===== src/rational_arithmetic_unit_assert.svh =====
// ----------------------------------------------------------------------------
// Rational arithmetic unit assertion macros
// Concurrent assertion wrappers that disappear in synthesis builds.
// ----------------------------------------------------------------------------
`ifndef RATIONAL_ARITHMETIC_UNIT_ASSERT_SVH
`define RATIONAL_ARITHMETIC_UNIT_ASSERT_SVH
`ifndef SYNTHESIS
// Same-cycle implication.
`define RAU_ASSERT_NOW(lbl, clk, rst_n, ante, cons) \
  lbl: assert property (@(posedge clk) disable iff (!rst_n) (ante) |-> (cons)) \
    else $error("rau assertion failed");
// Next-cycle implication.
`define RAU_ASSERT_NEXT(lbl, clk, rst_n, ante, cons) \
  lbl: assert property (@(posedge clk) disable iff (!rst_n) (ante) |=> (cons)) \
    else $error("rau assertion failed");
`else
`define RAU_ASSERT_NOW(lbl, clk, rst_n, ante, cons)
`define RAU_ASSERT_NEXT(lbl, clk, rst_n, ante, cons)
`endif
`endif


===== src/rau_pkg.sv =====
// ----------------------------------------------------------------------------
// Rational arithmetic unit package
// Request and result payloads, queue entry type and operation codes.
// ----------------------------------------------------------------------------
package rau_pkg;

  localparam logic [2:0] MODE_ADD = 3'd0;
  localparam logic [2:0] MODE_SUB = 3'd1;
  localparam logic [2:0] MODE_MUL = 3'd2;
  localparam logic [2:0] MODE_DIV = 3'd3;

  localparam logic [1:0] STATUS_OK       = 2'd0;
  localparam logic [1:0] STATUS_ZERO_DEN = 2'd1;
  localparam logic [1:0] STATUS_DIV_ZERO = 2'd2;

  typedef struct packed {
    logic [2:0]         mode;
    logic signed [31:0] a_num;
    logic [30:0]        a_den;
    logic signed [31:0] b_num;
    logic [30:0]        b_den;
  } rau_in_t;

  typedef struct packed {
    logic signed [63:0] res_num;
    logic [62:0]        res_den;
    logic               less;
    logic               equal;
    logic [1:0]         status;
  } rau_out_t;

  // Classified request as it travels from the front end to the back end.
  typedef struct packed {
    logic [2:0]         mode;
    logic signed [31:0] an;
    logic signed [31:0] ad;
    logic signed [31:0] bn;
    logic signed [31:0] bd;
    logic               zero_den;
  } rau_entry_t;

endpackage


===== src/rau_queue.sv =====
// ----------------------------------------------------------------------------
// Rational arithmetic unit request queue
// Two-entry queue that decouples the front end from the back end.
// ----------------------------------------------------------------------------
module rau_queue (
  input  logic                clk,
  input  logic                rst_n,
  input  logic                push,
  input  rau_pkg::rau_entry_t push_entry,
  output logic                full,
  input  logic                pop,
  output logic                q_valid,
  output rau_pkg::rau_entry_t pop_entry
);

  rau_pkg::rau_entry_t mem_r [2];
  logic       wr_ptr_r, wr_ptr_nxt;
  logic       rd_ptr_r, rd_ptr_nxt;
  logic [1:0] count_r, count_nxt;

  assign full      = (count_r == 2'd2);
  assign q_valid   = (count_r != 2'd0);
  assign pop_entry = mem_r[rd_ptr_r];

  always_comb begin
    wr_ptr_nxt = push ? ~wr_ptr_r : wr_ptr_r;
    rd_ptr_nxt = pop ? ~rd_ptr_r : rd_ptr_r;
    count_nxt  = count_r + 2'(push) - 2'(pop);
  end

  always_ff @(posedge clk) begin
    if (!rst_n) begin
      wr_ptr_r <= 1'b0;
      rd_ptr_r <= 1'b0;
      count_r  <= 2'd0;
    end else begin
      wr_ptr_r <= wr_ptr_nxt;
      rd_ptr_r <= rd_ptr_nxt;
      count_r  <= count_nxt;
    end
  end

  always_ff @(posedge clk) begin
    if (push) begin
      mem_r[wr_ptr_r] <= push_entry;
    end
  end

endmodule


===== config.mk =====
export PLATFORM = sky130hd
export DESIGN_NAME = rau_queue
export DESIGN_NICKNAME = d
export VERILOG_FILES = /design/src/rational_arithmetic_unit_assert.svh /design/src/rau_pkg.sv /design/src/rau_queue.sv
export SDC_FILE = /design/constraint.sdc
export NUM_CORES = 1
export LEC_CHECK = 0
export BUFFER_PORTS_ARGS = -buffer_cell sky130_fd_sc_hd__buf_2
export CAP_MARGIN = 20
export CORE_ASPECT_RATIO = 1.4
export CORE_MARGIN = 1.5
export CORE_UTILIZATION = 52
export CTS_CLUSTER_SIZE = 12
export DETAILED_ROUTE_END_ITERATION = 10
export PLACE_DENSITY = 0.86
export RECOVER_POWER = 50
export REMOVE_ABC_BUFFERS = 1
export SLEW_MARGIN = 5
export SYNTH_ARGS = -nofsm -noshare
export SYNTH_HDL_FRONTEND = slang
export SYNTH_SLANG_ARGS = --single-unit
export TNS_END_PERCENT = 10

===== constraint.sdc =====
create_clock -name clk -period 11.01 [get_ports clk]
set_input_delay 2.202 -clock clk [delete_from_list [all_inputs] [get_ports clk]]
set_output_delay 2.202 -clock clk [all_outputs]
set_load 0.005 [all_outputs]

==> summary.md <==
| Metric | Value |
|---|---|
| Status | complete, but fails checks |
| Remaining global-route overflow | 0 |
| Clock buffers created by TritonCTS | 26 |
| Reported leakage power | 4.58 nW |
| Largest cells by area after synthesis | sky130_fd_sc_hd__edfxtp_1, sky130_fd_sc_hd__mux2_4, sky130_fd_sc_hd__mux2_2 |
| Utilization after layout | 63.9% |
| Cell at the root of the clock tree | sky130_fd_sc_hd__clkbuf_16 |
| Source-to-sink clock delay at the later pin of the worst-skew pair | 0.51 ns |
| Total number of vias | between 4k and 5k |
| Violations in the final reports | capacitance limit, slew limit |
| CTS tree | built |
| Top achievable clock speed | 158 MHz |
| Commonest cells after routing, fill and taps aside | sky130_fd_sc_hd__edfxtp_1, sky130_fd_sc_hd__buf_2, sky130_fd_sc_hd__clkbuf_1 |
| Antenna violations before repair | 3 |
| First-pass GRT wire length | ~28000 um |
| Via count of the first global-routing pass | 5286 |
| Global router's overall resource usage | 17.8% |
| Average cell area after synthesis | roughly 23 um^2 |
| Critical-path maximum fanout | 71 |
| Core box area | 19100 um^2 |
| Max capacitance violation total | 2 |
| Cell taking the most area after synthesis | sky130_fd_sc_hd__edfxtp_1 |
| Multi-input gate area in the final layout | 1910 um^2 |
| Slowest stage cell on the critical path | sky130_fd_sc_hd__and2_0 |
| Io pins | 270 |
| Number of flip-flops and latches in the synthesized netlist | 269 |
| Reg2reg end | mem_r[1][62] |
| CTS sink cnt | ~270 |
| Number of nets in the layout | 856 |
| Leading cell type in the layout, fill and taps excluded | sky130_fd_sc_hd__edfxtp_1 |
| Router iterations before antenna repair | 4 |
| NetSw | between 0.4 and 0.5 mW |
| Count of synthesis-stage warnings from yosys | 0 |
| Synthesized netlist cell count | 432 |
| Gpl congestion | 0.769 |
| Area overhead of the layout relative to synthesis | 21.3% |
| Fillcell total | 1403 |
| Clock transition at the registers of the reported paths | 0.06 ns |
| Overall die area | 20200 um^2 |
| Final Cycle Share | ~57% |
| Post-route clock skew | 0.00898 ns |
| Sequential group share of total power | 55.4% |
| Vias per cell | between 5 and 6 |
| Largest net degree at the start of global routing | 72 |
| Post-DP HPWL | 12400 um |
| Final number of max-transition violations | 127 |
| Logic depth of the worst register-to-register path | 2 |
| Part of the total power dissipated in the clock network | 34.7% |
| Worst path buffer plus inverter count | 2 |
| Final setup TNS | 0 ns |
| CTS Hold Buffers Added | 0 |
| Total Wirelength | 18600 um |
| Fraction of post-synthesis cell area in the top cell type by area | around four fifths |
| DRC violation count after routing | 0 |
| Number of buffers between clock root and the deepest sink | 3 |
| Worst setup path class | input port to register |
| Internal reg-to-reg setup slack | 6.21 ns |
| Sequential share of the synthesized area | about four fifths |
| Number of post-CTS setup repair buffers | 0 |
| Worst-Margin Slew | 4.08 ns |
| Arrival @ worst endpoint | 6.44 ns |
| Worst-case headroom to the max-slew limit | -172% |
| Count of standard-cell rows | 60 |
| Source of the worst register-to-register timing path | wr_ptr_r |
| Remaining number of nets flagged by the antenna check after routing | 0 |
| Internal power consumption | around 1.7 mW |
| Power share of the combinational group | 9.9% |
| Unrepaired setup endpoints after global routing | no |
| Total of endpoints with negative setup slack in the final report | 0 |
| Critical path capture point type | register |
| Number of buffers added on ports | 269 |
| HP Start | rd_ptr_r |
| Type of the tightest min-delay check | register to register |
| Period minus WS final | 6.32 ns |
| CP Launch Type | input port |
| Sequential standard cell area | 8030 um^2 |
| Cell type group with the largest total delay on the critical path | simple AND/OR/NAND/NOR gates |
| DR WL/cell | 19.1 um |
| Share of final-layout standard cells stronger than drive strength 1 | 49.2% |
| Die Ht | ~170 um |
| Number of levels in the clock H-tree | 1 |
| Starting utilization of the core area | 52.7% |
| Worst vdd ir | roughly 0.15 mV |
| Synth unique cells | 15 |
| CTS resizes | 0 |
| Detailed router's first-iteration violation count | between 200 and 300 |
| Sw Ratio | 20.3% |
| Cell area after technology mapping | approximately 10000 um^2 |
| Delay of the slowest cell on the worst path | about 2.9 ns |
| Die width | 121 um |
| Worst endpoint required time | 11.14 ns |
| Final Hold Fails | 0 |
| Cell breakdown of the critical path | clkbuf_1 -> and2_0 -> buf_4 |
| Pwr Density | 179 nW/um^2 |
| Cell depth of the worst min-delay path | 2 |
==> synth_stat cells <==
cell                       number
sky130_fd_sc_hd__mux2_4        80
sky130_fd_sc_hd__o21a_1         1
sky130_fd_sc_hd__buf_8          1
sky130_fd_sc_hd__dfxtp_1        5
sky130_fd_sc_hd__xor2_1         1
sky130_fd_sc_hd__buf_2          5
sky130_fd_sc_hd__nor2b_1        4
sky130_fd_sc_hd__and2_1         4
sky130_fd_sc_hd__inv_1          2
sky130_fd_sc_hd__buf_6          9
sky130_fd_sc_hd__xnor3_1        1
sky130_fd_sc_hd__edfxtp_1     264
sky130_fd_sc_hd__mux2_2        52
sky130_fd_sc_hd__ha_1           2
sky130_fd_sc_hd__or2_2          1
==> worst max path at each step <==
| stage | from | to | slack, ns | depth (start not counted) |
|---|---|---|---|---|
| 3_3_place_gp | register | pop_entry[7] | 6.19 | 3 |
| 2_1_floorplan | push | mem_r[0][0] | 2.42 | 1 |
| 5_1_grt | push | mem_r[1][37] | 4.21 | 3 |
| 4_1_cts | register | pop_entry[46] | 5.58 | 3 |
| 6_report | push | mem_r[1][62] | 4.69 | 3 |
| 3_5_place_dp | register | pop_entry[46] | 6.14 | 3 |
==> final cells by class <==
cell class                      count  area share [%]
Inverter                            2          0.0614
Sequential cell                   269            65.7
Antenna cell                        3          0.0614
Clock inverter                      2          0.0614
Tap cell                          248            2.54
Clock buffer                       30            5.62
Timing Repair Buffer              273            10.4
Multi-Input combinational cell    146            15.6
==> power by group through the flow <==
| stage | Combinational [mW] | Clock (mW) | Sequential (mW) |
|---|---|---|---|
| CTS | 0.224 | 0.778 | 1.21 |
| finish | 0.217 | 0.759 | 1.21 |
| global route | 0.234 | 0.812 | 1.22 |
| floorplan | 0.134 | 0 | 1.24 |
| detailed placement | 0.223 | 0 | 1.23 |
| global placement | 0.216 | 0 | 1.23 |
==> stage by stage <==
stage | cell area (um^2) | setup slack, ns | hold WS (ns) | std cells | power (mW)
floorplan | 9940 | 2.42 | 0.555 | 417 | 1.37
global placement | 11600 | 6.19 | 0.563 | 938 | 1.44
detailed placement | 11600 | 6.14 | 0.569 | 938 | 1.46
CTS | 12300 | 5.58 | 0.581 | 970 | 2.21
global route | 12200 | 4.21 | 0.619 | 972 | 2.26
finish | 12200 | 4.69 | 0.581 | 973 | 2.19
==> registers in the layout (all words and copies together) (netlist names), named ones only <==
signal	count
mem_r	264
rd_ptr_r	1
count_r	2
wr_ptr_r	1
==> worst register-to-register path: stages (launching register included) <==
cell,delay [ns]
sky130_fd_sc_hd__dfxtp_1,0.34
sky130_fd_sc_hd__and2_0,2.92
sky130_fd_sc_hd__buf_4,1.08
==> cell families after synthesis <==
group | Yosys count | share of synthesized area, %
compound gates | 1 | 0.0745
xor+xnor | 2 | 0.310
fa+ha+maj | 2 | 0.248
buf+inv | 17 | 1.48
flops | 269 | 79.6
mux | 132 | 17.7
simple gates | 9 | 0.558
==> metal layers <==
| layer | GRT usage [%] | part of all wire [%] | vias up |
|---|---|---|---|
| met1 | 19.2 | 34 | 2459 |
| met3 | 3.78 | 6.3 | 49 |
| li1 | - | - | 2270 |
| met5 | 0 | 0.070 | - |
| met4 | 8.03 | 3.7 | 2 |
| met2 | 33.1 | 56 | 196 |
(Power assumes the default switching activity.)
